**src/rtl/cbel_bez_eval.sv**
```systemverilog
// Four-stage pipelined evaluator of one bezier axis with P0 = 0 and P3 = ONE.
module cbel_bez_eval #(
  parameter int FRAC_BITS = 15
) (
  input  logic                 clk_i,
  input  logic                 en_i,
  input  logic [FRAC_BITS:0]   t_i,
  // control points are taken with the third stage, from the caller's delay line
  input  logic [FRAC_BITS:0]   p1_i,
  input  logic [FRAC_BITS:0]   p2_i,
  output logic [FRAC_BITS+3:0] val_o
);

  localparam int QW = FRAC_BITS + 1;
  localparam int AW = FRAC_BITS + 2;
  localparam int PW = AW + QW;
  localparam int SW = AW + QW + 1;
  localparam logic [QW-1:0] ONE_Q = QW'(1) << FRAC_BITS;

  logic [QW-1:0]   mt_d;
  logic [AW-1:0]   mt3_d;
  logic [QW-1:0]   t1_q, mt1_q;
  logic [AW-1:0]   mt3_q;
  logic [PW-1:0]   pa, pb;
  logic [2*QW-1:0] pc;
  logic [AW-1:0]   a0_q, b0_q;
  logic [QW-1:0]   c0_q, t2_q;
  logic [PW-1:0]   qa, qb;
  logic [2*QW-1:0] qc;
  logic [AW-1:0]   a_q, b_q;
  logic [QW-1:0]   c_q;
  logic [PW-1:0]   ap_d, bp_d;
  logic [PW-1:0]   ap_q, bp_q;
  logic [QW-1:0]   c4_q;
  logic [SW-1:0]   sum;

  assign mt_d  = ONE_Q - t_i;
  assign mt3_d = AW'(mt_d) + {mt_d, 1'b0};

  always_comb begin
    pa = PW'(mt3_q) * PW'(mt1_q);
    pb = PW'(mt3_q) * PW'(t1_q);
    pc = (2*QW)'(t1_q) * (2*QW)'(t1_q);
    qa = PW'(a0_q) * PW'(t2_q);
    qb = PW'(b0_q) * PW'(t2_q);
    qc = (2*QW)'(c0_q) * (2*QW)'(t2_q);
    ap_d = PW'(a_q) * PW'(p1_i);
    bp_d = PW'(b_q) * PW'(p2_i);
  end

  always_ff @(posedge clk_i) begin
    if (en_i) begin
      t1_q  <= t_i;
      mt1_q <= mt_d;
      mt3_q <= mt3_d;
      a0_q  <= pa[FRAC_BITS +: AW];
      b0_q  <= pb[FRAC_BITS +: AW];
      c0_q  <= pc[FRAC_BITS +: QW];
      t2_q  <= t1_q;
      a_q   <= qa[FRAC_BITS +: AW];
      b_q   <= qb[FRAC_BITS +: AW];
      c_q   <= qc[FRAC_BITS +: QW];
      ap_q  <= ap_d;
      bp_q  <= bp_d;
      c4_q  <= c_q;
    end
  end

  assign sum   = SW'(ap_q) + SW'(bp_q) + (SW'(c4_q) << FRAC_BITS);
  assign val_o = sum[SW-1:FRAC_BITS];

endmodule

```
**config.mk**
```make
export PLATFORM = sky130hd
export DESIGN_NAME = cbel_bez_eval
export DESIGN_NICKNAME = d
export VERILOG_FILES = /design/src/rtl/cbel_bez_eval.sv
export SDC_FILE = /design/constraint.sdc
export NUM_CORES = 2
export LEC_CHECK = 0
export ABC_CLOCK_PERIOD_IN_PS = 8000
export BUFFER_PORTS_ARGS = -buffer_cell sky130_fd_sc_hd__buf_2
export CAP_MARGIN = 20
export CORE_AREA = 5 5 294 411
export CTS_CLUSTER_DIAMETER = 80
export DETAILED_ROUTE_END_ITERATION = 10
export DIE_AREA = 0 0 299 416
export HOLD_SLACK_MARGIN = 0.02
export PLACE_DENSITY = 0.84
export SYNTH_ARGS = -nofsm -noshare
export SYNTH_HDL_FRONTEND = slang
export SYNTH_SLANG_ARGS = --single-unit
export TNS_END_PERCENT = 1
```
**constraint.sdc**
```tcl
create_clock -name clk_i -period 8 [get_ports clk_i]
set_input_delay 2 -clock clk_i [delete_from_list [all_inputs] [get_ports clk_i]]
set_output_delay 2 -clock clk_i [all_outputs]
set_load 0.01 [all_outputs]
```
# After elaboration in Yosys (flattened, before gate mapping)
# Index checks and enable logic that the tools add are counted.
# classes
addsub	4
multipliers	8
# ops
op	n
$mul 17x16->32	4
$mul 17x16->33	2
$mul 16x16->31	2
$add 33x33->34	1
$add 34x31->34	1
$add 16x17->17	1
$sub 16x16->16 const A	1
# word_totals
elab_cells	25
regBits	247
out_inout_bits	19
in_bits	50

# Depth between registers and ports, before layout
# logic_depth
depth_word	2
ltp_mapped	26
ltp_nobuf	24

# Least setup slack after synthesis
# Ideal clock, no wire load.
# synth_timing
kind	in2reg
start	in p2_i[1]
end	reg bp_q[25], data pin
path_stages	21
required_time_ps	7737
arrival_time_ps	7218
path_buffers	1
setup_slack_ps	519
setup_time_ps	263
cell_sequence	clkbuf_1 -> nand2_1 -> fa_1 -> fa_1 -> fa_1 -> inv_1 -> fa_1 -> fa_1 -> inv_1 -> fa_1 -> inv_1 -> ha_1 -> a21o_1 -> a211oi_1 -> o21ai_0 -> o21ai_1 -> o311ai_2 -> a31oi_2 -> nor2_1 -> a311oi_1 -> xnor2_1
# synth_between
elab_chain_len	1
# synth_rtl
item	line_no	text
start, declared	10	input logic [FRAC_BITS:0] p2_i,
$mul 17x16->33	48	bp_d = PW'(b_q) * PW'(p2_i);
named net bp_d[25]	32	logic [PW-1:0] ap_d, bp_d;
end signal, assigned	64	bp_q <= bp_d;
end, declared	33	logic [PW-1:0] ap_q, bp_q;
# The timed path passes the listed nets, and every way through them passes these cells.
# A chain may end at the register's enable or synchronous reset.

# Worst setup path after layout
# Same ends and word-level chain as after synthesis.

==> metrics.csv <==
stage,metric,value,unit
run_status,status,finished clean,
synth,synth.most_common_cell,inv_1,
setup_path,slowest_stage,fa_1,
clock_tree,clk_latency,630,ps
sta,timing_worst_slew_pin_value,1270,ps
setup_path,setup.worst_path.end_class,flop,
synth,netlist.top_cell.by_area,fa_1,
drt,detailroute.via_count,54473,
clock_tree,ctsHoldBuffers,0,
global_routing,vias_in_the_first_global_route,62884,
global_routing,grt_first_pass_wirelength,305000,um
clock_tree,deepest_level_of_the_cts_h_tree,1,
placement,gp_congestion,0.957,
synth,syn_nets,10501,
synth,synth_top_area_share,42.8,%
setup_path,setup.reg_to_reg.worst_slack,600,ps
synth,yosys_warning_total,0,
drt,avgViaCountPerCell,5.81,
floorplanning,floorplan.io_pins,69,
sta,max_freq,135,MHz
synth,ys.flop_type,edfxtp_1,
synth,ys_ff_latch,245,
drt,detail_route.drc_violations,0,
sta,final.min_clock_period,7430,ps
global_routing,grt_remaining_overflow,0,
global_routing,grt_use_met2,55.4,%
synth,syn-cell-area,75400,sq um
cells_and_area,finalInstanceArea,78400,sq um
synth,syn_avg_cell_area,9.45,sq um
sta,timing.final.max_slew_violations,0,
clock_tree,post_cts.resized_instances,0,
drt,drt_iter0_markers,3409,
clock_tree,tritoncts,built,
setup_path,max_stage_delay,530,ps
drt,detail_route.first_pass.iterations,6,
clock_tree,clock_pin_slew_of_the_registers_on_the_worst_case_setup_and_hold_paths,70,ps
setup_path,arrival,7800,ps
global_routing,top_usage_layer,met2,
min_path,worst_hold_path_type,flop to flop,
synth,synth.area.top_cells,"fa_1 43%, ha_1 14%, edfxtp_1 9.8%",
global_routing,global_routing_usage_summed_across_all_routing_layers,30.4,%
cells_and_area,final_cell_count_no_fill,9382,
clock_tree,buffers_inserted_by_post_cts_timing_repair,0,
clock_tree,clkSinkCount,245,
sta,worst_slew_slack_as_a_fraction_of_its_limit,15.6,%
cells_and_area,final_net_count,10364,
clock_tree,clockBufferDepth,3,
flow_run,timing.max_cap.violations,0,
setup_path,path_max_fanout,17,
cells_and_area,layout-area-overhead-vs-synth,3.92,%
synth,post_synth_most_frequent_cells,"1,839 x inv_1, 1,611 x fa_1, 1,157 x nand2_1",
floorplanning,number_of_placement_rows,149,
sta,rsz_0062_raised_after_global_routing,false,
floorplanning,height_of_the_die,416,um
floorplanning,floorplan.initialDensity,64.4,%
setup_path,worstPathRequired,8370,ps
sta,number_of_endpoints_with_negative_hold_slack_in_the_final_report,0,
synth,sequential_fraction_of_the_synthesis_area,9.76,%
synth,netlist-cell-type-count,75,
floorplanning,dieArea,124000,sq um
global_routing,grt_antenna_before_repair,3,
placement,io_buffers,68,
sta,timing.final.crit_share,92.9,%
setup_path,path_type_of_the_worst_setup_path,input pin to flop,
drt,wl_per_cell,19.5,um
synth,edff_count_synth,245,
setup_path,critical_path.startpoint_type,input pin,
cells_and_area,layout-drive-gt1-share,3.13,%
clock_tree,clockRootBuffer,clkbuf_16,
drt,number_of_nets_with_antenna_violations_after_routing,0,
sta,timing.clock.skew,15.6,ps
global_routing,met3_usage,4.02,%
drt,routed_wl,183000,um
synth,post_synthesis_cells,7981,
setup_path,critical-path-top-cell-by-count,fa_1,
placement,preCtsSetupSlack,-18.8,ps
placement,post-dp-hpwl,146000,um
placement,placed_area,77200,sq um
floorplanning,die-width,299,um
placement,place_inst,9320,
sta,timing.final.setup_violations,0,
global_routing,groute.layer.met1.usage,32.7,%
clock_tree,cts_inserted_buffers,31,
floorplanning,fp.coreArea,117000,sq um
synth,share_of_synthesized_registers_carrying_an_async_set_or_reset,0,%
setup_path,critical_path.cell_chain,buf_2 > nand2_1 > fa_1 > fa_1 > fa_1 > inv_1 > fa_1 > fa_1 > inv_1 > fa_1 > inv_1 > ha_1 > a21o_1 > a211oi_1 > o21ai_0 > o21ai_1 > o311ai_2 > a31oi_2 > nor2_1 > a311oi_1 > xnor2_1,
global_routing,largest_net_degree_at_the_start_of_global_routing,162,
sta,finalWorstSetupSlack,568,ps
==> per-stage QoR <==
stage	hold WS, ps	setup TNS [ps]	util (%)
floorplan	400	0	-
global placement	401	0	65.9
detailed placement	405	-18.8	65.9
CTS	414	0	66.9
global route	425	0	66.9
finish	417	0	66.9
==> logic make-up (layout without fill, tap and decap cells) <==
kind of cell	Yosys count	after routing	synth area share, %
DFF	245	245	9.76
buffers and inverters	2161	2049	10.8
AOI/OAI and AO/OA	502	502	4.36
other	0	3	0
muxes	3	3	0.0415
and+or+nand+nor	2371	2371	15.4
adders and majority gates	2470	2470	57.0
xor gates and xnor gates	229	229	2.66
==> cell type report <==
class / instances / area, sq um
Clock buffer: 31 / 776
Sequential cell: 245 / 7360
Antenna cell: 3 / 7.51
Clock inverter: 27 / 334
Multi-Input combinational cell: 5575 / 59900
Fill cell: 8654 / 38700
Tap cell: 1510 / 1890
Inverter: 1839 / 6900
Timing Repair Buffer: 152 / 1160
==> registers in the layout, summed over array words and instances (netlist names), 17 cells and up <==
name  cells
a0_q     17
a_q      17
ap_q     33
b_q      17
bp_q     33
b0_q     17
==> placed cells by master (no fill, tap or decap), types with 9 or more instances in the layout <==
cell	synthesis	final
o21ai_1	12	12
nand3_1	48	48
o21bai_1	24	24
and2_1	896	896
a31oi_1	16	16
nand4_1	28	28
clkbuf_16	0	31
o21a_1	23	23
buf_4	0	71
a21o_1	88	88
a211oi_1	11	11
nor3_1	39	39
nand2b_1	16	16
fa_1	1611	1611
buf_2	2	67
edfxtp_1	245	245
ha_1	859	859
inv_1	1839	1839
o21ai_0	77	77
or2_2	9	9
xnor2_1	158	158
buf_12	0	11
nor2_1	107	107
a21oi_1	170	170
nand2_1	1157	1157
xor2_1	71	71
and3_1	20	20
nor2b_1	23	23
==> worst max-delay path: cells and delay by family <==
family,cells,cell delay (ps)
simple gates,2,230
compound gates,7,1610
fa+ha+maj,7,3400
xor+xnor,1,130
buf+inv,4,450
==> worst paths after layout <==
check	startpoint	end	cells past startpoint
worst max-delay path	p2_i[1]	bp_q[25]	21
worst min-delay path	c_q[6]	c4_q[6]	0
worst max register to register	t1_q[9]	c0_q[15]	21
worst min register to register	c_q[6]	c4_q[6]	0
==> routing by layer <==
layer | routed length (um) | part of all wire, % | up-vias
met5 | 20 | 0.011 | -
met4 | 15800 | 8.6 | 2
met3 | 12600 | 6.9 | 970
met2 | 94900 | 52 | 2529
met1 | 60000 | 33 | 27412
li1 | - | - | 23560
Power is left out: the tool's default activity adds up to more than one toggle a clock period on the data nets, which glitch-free logic cannot reach.
